### config.mk
export PLATFORM = sky130hd
export DESIGN_NAME = fermat_primality_check_top
export DESIGN_NICKNAME = d
export VERILOG_FILES = /design/src/hw/rtl/fpc_pkg.sv /design/src/hw/rtl/fpc_arith.sv /design/src/hw/rtl/fermat_primality_check_top.sv
export SDC_FILE = /design/constraint.sdc
export NUM_CORES = 2
export LEC_CHECK = 0
export BUFFER_PORTS_ARGS = -buffer_cell sky130_fd_sc_hd__buf_2
export CAP_MARGIN = 20
export CORE_ASPECT_RATIO = 1.25
export CORE_MARGIN = 4
export CORE_UTILIZATION = 50
export CTS_BUF_LIST = sky130_fd_sc_hd__clkbuf_16
export DETAILED_ROUTE_END_ITERATION = 12
export GPL_TIMING_DRIVEN = 0
export MAX_ROUTING_LAYER = met4
export PLACE_DENSITY = 0.7
export SYNTH_ARGS = -nofsm -noshare
export SYNTH_HDL_FRONTEND = slang
export SYNTH_HIERARCHICAL = 1
export SYNTH_SLANG_ARGS = --single-unit
### constraint.sdc
create_clock -name clk -period 7.1 [get_ports clk]
set_input_delay 0.355 -clock clk [delete_from_list [all_inputs] [get_ports clk]]
set_output_delay 0.355 -clock clk [all_outputs]
set_load 0.01 [all_outputs]
### src/hw/rtl/fpc_pkg.sv
// Package for the Fermat primality check: widths, state and verdict codes, prime table.
package fpc_pkg;

  localparam int VAL_W = 63;
  localparam int TABLE_PRIMES = 169;
  localparam int IDX_W = $clog2(TABLE_PRIMES + 1);
  localparam logic [VAL_W-1:0] SMALL_LIMIT = 63'd1009;

  typedef logic [VAL_W-1:0] val_t;

  typedef enum logic [2:0] {
    V_BELOW_TWO  = 3'd0,
    V_SMALL_FAC  = 3'd1,
    V_GCD_FAC    = 3'd2,
    V_WITNESS    = 3'd3,
    V_TABLE      = 3'd4,
    V_PROBABLE   = 3'd5
  } verdict_t;

  typedef enum logic [3:0] {
    S_IDLE,
    S_TRIAL,
    S_TRIAL_WAIT,
    S_GCD,
    S_GCD_WAIT,
    S_POW,
    S_MUL_WAIT,
    S_DONE
  } state_t;

  // Request to the shared arithmetic unit.
  typedef enum logic [1:0] {
    OP_MOD,
    OP_MULMOD
  } op_t;

  typedef struct packed {
    logic start;
    op_t  op;
    val_t a;
    val_t b;
    val_t n;
  } au_req_t;

  typedef struct packed {
    logic done;
    val_t res;
  } au_rsp_t;

  function automatic logic [9:0] prime_at(input logic [IDX_W-1:0] i);
    logic [9:0] p;
    case (i)
      8'd0: p = 10'd2; 8'd1: p = 10'd3; 8'd2: p = 10'd5; 8'd3: p = 10'd7;
      8'd4: p = 10'd11; 8'd5: p = 10'd13; 8'd6: p = 10'd17; 8'd7: p = 10'd19;
      8'd8: p = 10'd23; 8'd9: p = 10'd29; 8'd10: p = 10'd31; 8'd11: p = 10'd37;
      8'd12: p = 10'd41; 8'd13: p = 10'd43; 8'd14: p = 10'd47; 8'd15: p = 10'd53;
      8'd16: p = 10'd59; 8'd17: p = 10'd61; 8'd18: p = 10'd67; 8'd19: p = 10'd71;
      8'd20: p = 10'd73; 8'd21: p = 10'd79; 8'd22: p = 10'd83; 8'd23: p = 10'd89;
      8'd24: p = 10'd97; 8'd25: p = 10'd101; 8'd26: p = 10'd103; 8'd27: p = 10'd107;
      8'd28: p = 10'd109; 8'd29: p = 10'd113; 8'd30: p = 10'd127; 8'd31: p = 10'd131;
      8'd32: p = 10'd137; 8'd33: p = 10'd139; 8'd34: p = 10'd149; 8'd35: p = 10'd151;
      8'd36: p = 10'd157; 8'd37: p = 10'd163; 8'd38: p = 10'd167; 8'd39: p = 10'd173;
      8'd40: p = 10'd179; 8'd41: p = 10'd181; 8'd42: p = 10'd191; 8'd43: p = 10'd193;
      8'd44: p = 10'd197; 8'd45: p = 10'd199; 8'd46: p = 10'd211; 8'd47: p = 10'd223;
      8'd48: p = 10'd227; 8'd49: p = 10'd229; 8'd50: p = 10'd233; 8'd51: p = 10'd239;
      8'd52: p = 10'd241; 8'd53: p = 10'd251; 8'd54: p = 10'd257; 8'd55: p = 10'd263;
      8'd56: p = 10'd269; 8'd57: p = 10'd271; 8'd58: p = 10'd277; 8'd59: p = 10'd281;
      8'd60: p = 10'd283; 8'd61: p = 10'd293; 8'd62: p = 10'd307; 8'd63: p = 10'd311;
      8'd64: p = 10'd313; 8'd65: p = 10'd317; 8'd66: p = 10'd331; 8'd67: p = 10'd337;
      8'd68: p = 10'd347; 8'd69: p = 10'd349; 8'd70: p = 10'd353; 8'd71: p = 10'd359;
      8'd72: p = 10'd367; 8'd73: p = 10'd373; 8'd74: p = 10'd379; 8'd75: p = 10'd383;
      8'd76: p = 10'd389; 8'd77: p = 10'd397; 8'd78: p = 10'd401; 8'd79: p = 10'd409;
      8'd80: p = 10'd419; 8'd81: p = 10'd421; 8'd82: p = 10'd431; 8'd83: p = 10'd433;
      8'd84: p = 10'd439; 8'd85: p = 10'd443; 8'd86: p = 10'd449; 8'd87: p = 10'd457;
      8'd88: p = 10'd461; 8'd89: p = 10'd463; 8'd90: p = 10'd467; 8'd91: p = 10'd479;
      8'd92: p = 10'd487; 8'd93: p = 10'd491; 8'd94: p = 10'd499; 8'd95: p = 10'd503;
      8'd96: p = 10'd509; 8'd97: p = 10'd521; 8'd98: p = 10'd523; 8'd99: p = 10'd541;
      8'd100: p = 10'd547; 8'd101: p = 10'd557; 8'd102: p = 10'd563; 8'd103: p = 10'd569;
      8'd104: p = 10'd571; 8'd105: p = 10'd577; 8'd106: p = 10'd587; 8'd107: p = 10'd593;
      8'd108: p = 10'd599; 8'd109: p = 10'd601; 8'd110: p = 10'd607; 8'd111: p = 10'd613;
      8'd112: p = 10'd617; 8'd113: p = 10'd619; 8'd114: p = 10'd631; 8'd115: p = 10'd641;
      8'd116: p = 10'd643; 8'd117: p = 10'd647; 8'd118: p = 10'd653; 8'd119: p = 10'd659;
      8'd120: p = 10'd661; 8'd121: p = 10'd673; 8'd122: p = 10'd677; 8'd123: p = 10'd683;
      8'd124: p = 10'd691; 8'd125: p = 10'd701; 8'd126: p = 10'd709; 8'd127: p = 10'd719;
      8'd128: p = 10'd727; 8'd129: p = 10'd733; 8'd130: p = 10'd739; 8'd131: p = 10'd743;
      8'd132: p = 10'd751; 8'd133: p = 10'd757; 8'd134: p = 10'd761; 8'd135: p = 10'd769;
      8'd136: p = 10'd773; 8'd137: p = 10'd787; 8'd138: p = 10'd797; 8'd139: p = 10'd809;
      8'd140: p = 10'd811; 8'd141: p = 10'd821; 8'd142: p = 10'd823; 8'd143: p = 10'd827;
      8'd144: p = 10'd829; 8'd145: p = 10'd839; 8'd146: p = 10'd853; 8'd147: p = 10'd857;
      8'd148: p = 10'd859; 8'd149: p = 10'd863; 8'd150: p = 10'd877; 8'd151: p = 10'd881;
      8'd152: p = 10'd883; 8'd153: p = 10'd887; 8'd154: p = 10'd907; 8'd155: p = 10'd911;
      8'd156: p = 10'd919; 8'd157: p = 10'd929; 8'd158: p = 10'd937; 8'd159: p = 10'd941;
      8'd160: p = 10'd947; 8'd161: p = 10'd953; 8'd162: p = 10'd967; 8'd163: p = 10'd971;
      8'd164: p = 10'd977; 8'd165: p = 10'd983; 8'd166: p = 10'd991; 8'd167: p = 10'd997;
      8'd168: p = 10'd1009;
      default: p = 10'd2;
    endcase
    return p;
  endfunction

endpackage

### src/hw/rtl/fpc_arith.sv
// Shared arithmetic unit: restoring a mod n and shift-add a*b mod n, one bit a cycle.
module fpc_arith (
  input  logic            clk,
  input  logic            rst_n,
  input  fpc_pkg::au_req_t req,
  output fpc_pkg::au_rsp_t rsp
);

  localparam int W = fpc_pkg::VAL_W;
  localparam int CW = $clog2(W + 2);

  logic          busy_r, busy_nxt;
  logic          done_r, done_nxt;
  fpc_pkg::op_t  op_r, op_nxt;
  logic [CW-1:0] cnt_r, cnt_nxt;
  logic [W-1:0]  acc_r, acc_nxt;
  logic [W-1:0]  x_r, x_nxt;
  logic [W-1:0]  y_r, y_nxt;
  logic [W-1:0]  n_r, n_nxt;

  logic [W:0] rem_sh;
  logic [W:0] sum;
  logic [W:0] dbl;
  logic [W-1:0] acc_add;

  always_comb begin
    busy_nxt = busy_r;
    done_nxt = 1'b0;
    op_nxt   = op_r;
    cnt_nxt  = cnt_r;
    acc_nxt  = acc_r;
    x_nxt    = x_r;
    y_nxt    = y_r;
    n_nxt    = n_r;
    rem_sh   = '0;
    sum      = '0;
    dbl      = '0;
    acc_add  = acc_r;
    if (req.start) begin
      busy_nxt = 1'b1;
      op_nxt   = req.op;
      cnt_nxt  = '0;
      acc_nxt  = '0;
      x_nxt    = req.a;
      y_nxt    = req.b;
      n_nxt    = req.n;
    end else if (busy_r) begin
      if (op_r == fpc_pkg::OP_MOD) begin
        // Restoring division: shift the dividend bits into the remainder.
        rem_sh  = {acc_r, x_r[W-1]};
        x_nxt   = {x_r[W-2:0], 1'b0};
        if (rem_sh >= {1'b0, n_r}) begin
          rem_sh = rem_sh - {1'b0, n_r};
        end
        acc_nxt = rem_sh[W-1:0];
      end else begin
        // Operands are already below n, so one subtract reduces each sum.
        if (y_r[0]) begin
          sum = {1'b0, acc_r} + {1'b0, x_r};
          if (sum >= {1'b0, n_r}) begin
            sum = sum - {1'b0, n_r};
          end
          acc_add = sum[W-1:0];
        end
        acc_nxt = acc_add;
        dbl = {x_r, 1'b0};
        if (dbl >= {1'b0, n_r}) begin
          dbl = dbl - {1'b0, n_r};
        end
        x_nxt = dbl[W-1:0];
        y_nxt = {1'b0, y_r[W-1:1]};
      end
      cnt_nxt = cnt_r + 1'b1;
      if (cnt_r == CW'(W - 1)) begin
        busy_nxt = 1'b0;
        done_nxt = 1'b1;
      end
    end
  end

  always_ff @(posedge clk) begin
    if (!rst_n) begin
      busy_r <= 1'b0;
      done_r <= 1'b0;
    end else begin
      busy_r <= busy_nxt;
      done_r <= done_nxt;
    end
    op_r  <= op_nxt;
    cnt_r <= cnt_nxt;
    acc_r <= acc_nxt;
    x_r   <= x_nxt;
    y_r   <= y_nxt;
    n_r   <= n_nxt;
  end

  assign rsp.done = done_r;
  assign rsp.res  = acc_r;

endmodule

### src/hw/rtl/fermat_primality_check_top.sv
// Top level: sequencer for trial division, gcd and modular power on one arithmetic unit.
// One item at a time; each reduction or modular product is a separate request to the unit.
// Work per item: one reduction per table prime tried (up to 169), one per gcd step (up to about 90),
// and a base reduction plus up to 126 products.
// A new item is accepted only once the verdict is taken.
// Reset (rst_n low, synchronous) returns the sequencer to idle and clears out_valid.
module fermat_primality_check_top (
  input  logic        clk,
  input  logic        rst_n,
  input  logic        in_valid,
  output logic        in_stall,
  input  logic [62:0] in_candidate,
  input  logic [62:0] in_witness_base,
  output logic        out_valid,
  input  logic        out_stall,
  output logic [2:0]  out_verdict
);

  localparam int W = fpc_pkg::VAL_W;
  localparam int IW = fpc_pkg::IDX_W;
  localparam int KW = $clog2(W + 1);

  fpc_pkg::state_t   state_r, state_nxt;
  fpc_pkg::au_req_t  req;
  fpc_pkg::au_rsp_t  rsp;

  logic [W-1:0]  cand_r, cand_nxt;
  logic [W-1:0]  ga_r, ga_nxt;
  logic [W-1:0]  gb_r, gb_nxt;
  logic [W-1:0]  acc_r, acc_nxt;
  logic [W-1:0]  sq_r, sq_nxt;
  logic [W-1:0]  exp_r, exp_nxt;
  logic [KW-1:0] k_r, k_nxt;
  logic          phase_r, phase_nxt;   // 0: multiply into acc, 1: square
  logic [IW-1:0] idx_r, idx_nxt;
  logic [2:0]    verdict_r, verdict_nxt;
  logic [W-1:0]  prime_w;

  fpc_arith u_arith (
    .clk  (clk),
    .rst_n(rst_n),
    .req  (req),
    .rsp  (rsp)
  );

  assign prime_w = W'(fpc_pkg::prime_at(idx_r));

  always_comb begin
    state_nxt   = state_r;
    cand_nxt    = cand_r;
    ga_nxt      = ga_r;
    gb_nxt      = gb_r;
    acc_nxt     = acc_r;
    sq_nxt      = sq_r;
    exp_nxt     = exp_r;
    k_nxt       = k_r;
    phase_nxt   = phase_r;
    idx_nxt     = idx_r;
    verdict_nxt = verdict_r;
    req.start   = 1'b0;
    req.op      = fpc_pkg::OP_MOD;
    req.a       = cand_r;
    req.b       = '0;
    req.n       = prime_w;
    case (state_r)
      fpc_pkg::S_IDLE: begin
        if (in_valid) begin
          cand_nxt = in_candidate;
          ga_nxt   = in_candidate;
          gb_nxt   = in_witness_base;
          sq_nxt   = in_witness_base;
          idx_nxt  = '0;
          if (in_candidate < W'(2)) begin
            verdict_nxt = fpc_pkg::V_BELOW_TWO;
            state_nxt   = fpc_pkg::S_DONE;
          end else begin
            state_nxt = fpc_pkg::S_TRIAL;
          end
        end
      end
      fpc_pkg::S_TRIAL: begin
        if (cand_r != prime_w) begin
          req.start = 1'b1;
          state_nxt = fpc_pkg::S_TRIAL_WAIT;
        end else if (idx_r == IW'(fpc_pkg::TABLE_PRIMES - 1)) begin
          verdict_nxt = fpc_pkg::V_TABLE;
          state_nxt   = fpc_pkg::S_DONE;
        end else begin
          idx_nxt = idx_r + 1'b1;
        end
      end
      fpc_pkg::S_TRIAL_WAIT: begin
        if (rsp.done) begin
          if (rsp.res == '0) begin
            verdict_nxt = fpc_pkg::V_SMALL_FAC;
            state_nxt   = fpc_pkg::S_DONE;
          end else if (idx_r == IW'(fpc_pkg::TABLE_PRIMES - 1)) begin
            if (cand_r <= fpc_pkg::SMALL_LIMIT) begin
              verdict_nxt = fpc_pkg::V_TABLE;
              state_nxt   = fpc_pkg::S_DONE;
            end else begin
              state_nxt = fpc_pkg::S_GCD;
            end
          end else begin
            idx_nxt   = idx_r + 1'b1;
            state_nxt = fpc_pkg::S_TRIAL;
          end
        end
      end
      fpc_pkg::S_GCD: begin
        if (gb_r == '0) begin
          if (ga_r != W'(1)) begin
            verdict_nxt = fpc_pkg::V_GCD_FAC;
            state_nxt   = fpc_pkg::S_DONE;
          end else begin
            acc_nxt   = W'(1);
            exp_nxt   = cand_r - W'(1);
            // Reduce the base below the candidate before squaring.
            req.start = 1'b1;
            req.op    = fpc_pkg::OP_MOD;
            req.a     = sq_r;
            req.n     = cand_r;
            state_nxt = fpc_pkg::S_MUL_WAIT;
            phase_nxt = 1'b1;
            k_nxt     = KW'(W);
          end
        end else begin
          req.start = 1'b1;
          req.op    = fpc_pkg::OP_MOD;
          req.a     = ga_r;
          req.n     = gb_r;
          state_nxt = fpc_pkg::S_GCD_WAIT;
        end
      end
      fpc_pkg::S_GCD_WAIT: begin
        if (rsp.done) begin
          ga_nxt    = gb_r;
          gb_nxt    = rsp.res;
          state_nxt = fpc_pkg::S_GCD;
        end
      end
      fpc_pkg::S_POW: begin
        if (k_r == KW'(W)) begin
          verdict_nxt = (acc_r == W'(1)) ? fpc_pkg::V_PROBABLE : fpc_pkg::V_WITNESS;
          state_nxt   = fpc_pkg::S_DONE;
        end else if (!phase_r) begin
          if (exp_r[0]) begin
            req.start = 1'b1;
            req.op    = fpc_pkg::OP_MULMOD;
            req.a     = acc_r;
            req.b     = sq_r;
            req.n     = cand_r;
            state_nxt = fpc_pkg::S_MUL_WAIT;
          end else begin
            phase_nxt = 1'b1;
          end
        end else begin
          req.start = 1'b1;
          req.op    = fpc_pkg::OP_MULMOD;
          req.a     = sq_r;
          req.b     = sq_r;
          req.n     = cand_r;
          state_nxt = fpc_pkg::S_MUL_WAIT;
        end
      end
      fpc_pkg::S_MUL_WAIT: begin
        if (rsp.done) begin
          state_nxt = fpc_pkg::S_POW;
          if (k_r == KW'(W)) begin
            // Base reduction finished: start the exponent walk.
            sq_nxt    = rsp.res;
            k_nxt     = '0;
            phase_nxt = 1'b0;
          end else if (!phase_r) begin
            acc_nxt   = rsp.res;
            phase_nxt = 1'b1;
          end else begin
            sq_nxt    = rsp.res;
            phase_nxt = 1'b0;
            exp_nxt   = {1'b0, exp_r[W-1:1]};
            // Stop the walk once the remaining exponent bits are all zero.
            k_nxt     = (exp_r[W-1:1] == '0) ? KW'(W) : k_r + 1'b1;
          end
        end
      end
      fpc_pkg::S_DONE: begin
        if (!out_stall) begin
          state_nxt = fpc_pkg::S_IDLE;
        end
      end
      default: state_nxt = fpc_pkg::S_IDLE;
    endcase
  end

  always_ff @(posedge clk) begin
    if (!rst_n) begin
      state_r <= fpc_pkg::S_IDLE;
    end else begin
      state_r <= state_nxt;
    end
    cand_r    <= cand_nxt;
    ga_r      <= ga_nxt;
    gb_r      <= gb_nxt;
    acc_r     <= acc_nxt;
    sq_r      <= sq_nxt;
    exp_r     <= exp_nxt;
    k_r       <= k_nxt;
    phase_r   <= phase_nxt;
    idx_r     <= idx_nxt;
    verdict_r <= verdict_nxt;
  end

  assign in_stall    = (state_r != fpc_pkg::S_IDLE);
  assign out_valid   = (state_r == fpc_pkg::S_DONE);
  assign out_verdict = verdict_r;

endmodule

==> results.cfg <==
[routing]
remaining_drc_errors = 0
drt_iter0_drc = 8029
top_layer = met4
num_vias = 52174
vias_per_cell = 7.08
m1WireLength_um = 88800
wl_met2_um = 107000
ant_nets = 0
drt_pass1_iterations = 7
wl_met3_um = 29700
routed_wl_um = 251000
avgRoutedWirePerCell_um = 34.1

[setup_path]
critical_path_required_ps = 7390
crit_slowest_cell = nor4_1
crit_buf_inv = 4
arrival_ps = 7450
crit_fanout = 69
r2r_slack_ps = -60
reg2reg_depth = 11
reg2reg_to = u_arith/y_r[58]
path_common_cell = clkbuf_1
cpLargestDelayFamily = simple AND/OR/NAND/NOR gates
cp-start-kind = flip-flop
cp_cell_sequence = nor4b_2, nand4_1, nor4_1, nor2b_1, o21ai_0, or2_4, buf_16, clkbuf_1, clkbuf_1, clkbuf_2, a21o_4
max_stage_delay_ps = 890
r2r-start = ga_r[3]
critical_path_class = reg -> reg
end_kind = flip-flop

[floorplanning]
ios = 135
die_w_um = 295
initial_core_util = 0.504
dieHeight_um = 367
dieArea_sq_um = 108000
rows = 131
core_sq_um = 102000

[place]
hpwl_um = 201000
place_inst = 7133
place_congestion = 1.08
numPortBuffers = 134

[timing]
maxSlewHeadroom = 0.142
tightest_slew_ps = 1290
finalCritPeriodShare = 1.01
clock_skew_ps = 63.6
final_hold_viol_count = 0
fin_crit_ps = 7160
finalMaxSlewViolations = 0
fin_ws_ps = -61.4
fmax_ghz = 0.140
finalSetupViolations = 62
finalSetupTns_ps = -2040

[global_routing]
grt_pass1_vias = 49277
antenna_found_initial = 14
grt_pass1_wl_um = 351000
grt_usage = 0.461
grt_overflow = 0
grt_max_degree = 70

[power_and_ir_drop]
powerDensity_nw_per_um2 = 571
power.total_mw = 33.1
swShare = 0.527
power_frac_clock = 0.129
vdd_drop_max_uv = 686
p_seq_frac = 0.214
leakagePower_nw = 22.2
combPwrFrac = 0.657
p_int_mw = 15.7
p_sw_mw = 17.4

[status]
status = finished with violations
violations = setup timing

[yosys]
async_flop_share = 0
avgSynthCellArea_sq_um = 9.12
yosysUniqueCellTypes = 108
synth-seq-area-share = 0.376
synth-edff-count = 587
syn_inst = 5642
ys.flop_type = edfxtp_1
syn_area_sq_um = 51500
syn_nets = 6045
synth-warning-count = 6
synth-seq-cells = 672

[layout]
fin_nets = 6363
fillCellCount = 9190
synthToLayoutAreaGrowth_pct = 12.7
fin_cells = 7370
multi_input_area_sq_um = 30200
fin_util = 0.568
layout-drive-gt1-share = 0.108
area.sequential_sq_um = 19300

[cts]
clock_sinks = 672
tritoncts = yes
numCtsBuffers = 76
path_clk_slew_ps = 60
cts.htree.levels = 3
cts-root-buf = clkbuf_16
ctsLongestPathBuffers = 3
insertion_delay_ps = 690

[worst_hold_path]
hp-start = in_witness_base[1]
whs_endpoint = sq_r[1]
hold_path_depth = 2
hp-class = in -> reg

[job]
maxCapViolations = 0
cell usage after synthesis (13+ instances only):
master / n / share of area
xnor2_1: 195 / 0.033
and2_1: 92 / 0.011
or2_2: 18 / 0.0022
nand4_1: 105 / 0.013
a311oi_1: 24 / 0.0041
buf_1: 29 / 0.0021
a211oi_1: 48 / 0.0070
nor4_1: 136 / 0.017
a21boi_0: 14 / 0.0020
nand2_1: 529 / 0.039
nand3_1: 106 / 0.010
o221ai_1: 17 / 0.0029
o2111ai_1: 13 / 0.0022
clkbuf_1: 302 / 0.022
a221o_1: 72 / 0.014
a21oi_1: 486 / 0.047
a221oi_1: 21 / 0.0036
nor2b_1: 38 / 0.0046
a32o_1: 24 / 0.0047
nor2_1: 397 / 0.029
mux2_2: 216 / 0.047
edfxtp_1: 587 / 0.34
ha_1: 269 / 0.065
nand2b_1: 38 / 0.0046
a22o_1: 120 / 0.020
a31oi_1: 50 / 0.0061
or4_1: 18 / 0.0026
o31ai_1: 27 / 0.0039
xor2_1: 112 / 0.019
o211ai_1: 66 / 0.0096
buf_4: 13 / 0.0019
o21ai_0: 355 / 0.035
o21a_1: 40 / 0.0058
nor3_1: 102 / 0.0099
dfxtp_1: 85 / 0.033
inv_1: 159 / 0.012
buf_2: 25 / 0.0024
and3_1: 99 / 0.012
mux2i_1: 81 / 0.016
o21bai_1: 50 / 0.0073
o21ai_1: 21 / 0.0020
a21o_1: 199 / 0.029
or3_1: 30 / 0.0036
kinds of logic (layout without fill, tap and decap cells):
kind of cell             count (synthesis)  in the layout  share of synthesized area
AO/OA/AOI/OAI                         1795           1795                      0.233
AND/OR/NAND/NOR                       1755           1755                      0.167
flip-flops                             672            672                      0.376
buffers and inverters                  542            923                     0.0423
XOR/XNOR                               307            307                     0.0522
multiplexers                           297            297                     0.0630
adder cells (fa/ha/maj)                273            273                     0.0670
other                                    1             18                  0.0000729
layer usage:
layer / GRT usage / vias to the layer above
met3: 0.125 / 1218
met4: 0.355 / 0
met1: 0.537 / 24843
li1: - / 22109
met5: - / -
met2: 0.676 / 4004
cell usage in the layout (no fill, tap or decap), types with 120 or more instances in the layout:
cell / count
clkbuf_1: 289
a21oi_1: 483
a22o_1: 120
mux2_2: 216
xnor2_1: 193
buf_2: 161
o21ai_0: 352
edfxtp_1: 587
ha_1: 268
nor4_1: 134
nor2_1: 394
nand2_1: 528
inv_1: 167
a21o_1: 198
timing repair:
| item | 4_1_cts | 5_1_grt |
|---|---|---|
| gates cloned | 0 | 1 |
| gates resized for setup | 28 | 33 |
| hold endpoints to repair | 83 | 0 |
| buffers inserted | 0 | 2 |
| setup endpoints to repair | 127 | 127 |
| pin swaps | 0 | 3 |
| hold buffers | 79 | 0 |
power groups by stage:
stage          Sequential [mW]  Clock [mW]  Combinational, mW
2_1_floorplan             6.25           0               14.4
3_3_place_gp              7.15           0               20.5
3_5_place_dp              7.06           0               20.6
4_1_cts                   6.98        4.24               20.9
5_1_grt                   7.04        4.42               23.2
6_report                  7.08        4.26               21.7
through the flow:
stage / setup slack (ps) / hold slack, ps / instance area, sq um
4_1_cts: 8.72 / 0.135 / 57800
2_1_floorplan: 405 / 454 / 51500
6_report: -61.4 / 10.3 / 58000
5_1_grt: -2.01 / 11.8 / 58000
3_3_place_gp: -4290 / 472 / 53800
3_5_place_dp: -1420 / 484 / 54300
how the worst max path moves through the flow:
stage                           startpoint                 to  cells past startpoint
after global placement          state_r[2]           sq_r[39]                      7
after CTS                 u_arith/acc_r[0]  u_arith/acc_r[25]                     26
after floorplan                   gb_r[52]           exp_r[0]                      7
final                              ga_r[3]    u_arith/y_r[58]                     11
after detailed placement  u_arith/acc_r[0]   u_arith/acc_r[8]                     28
after global routing        u_arith/x_r[0]   u_arith/acc_r[4]                     26
cell type report:
class	instances	share of cell area
multi-input cells	4428	0.521
flip-flops and latches	672	0.334
clock buffers	77	0.0332
repair buffers	247	0.0330
well taps	1330	0.0287
plain buffers	370	0.0270
clock inverters	64	0.0126
inverters	165	0.0107
diodes	17	0.000734
No activity file was read; power rests on OpenSTA's default activity.
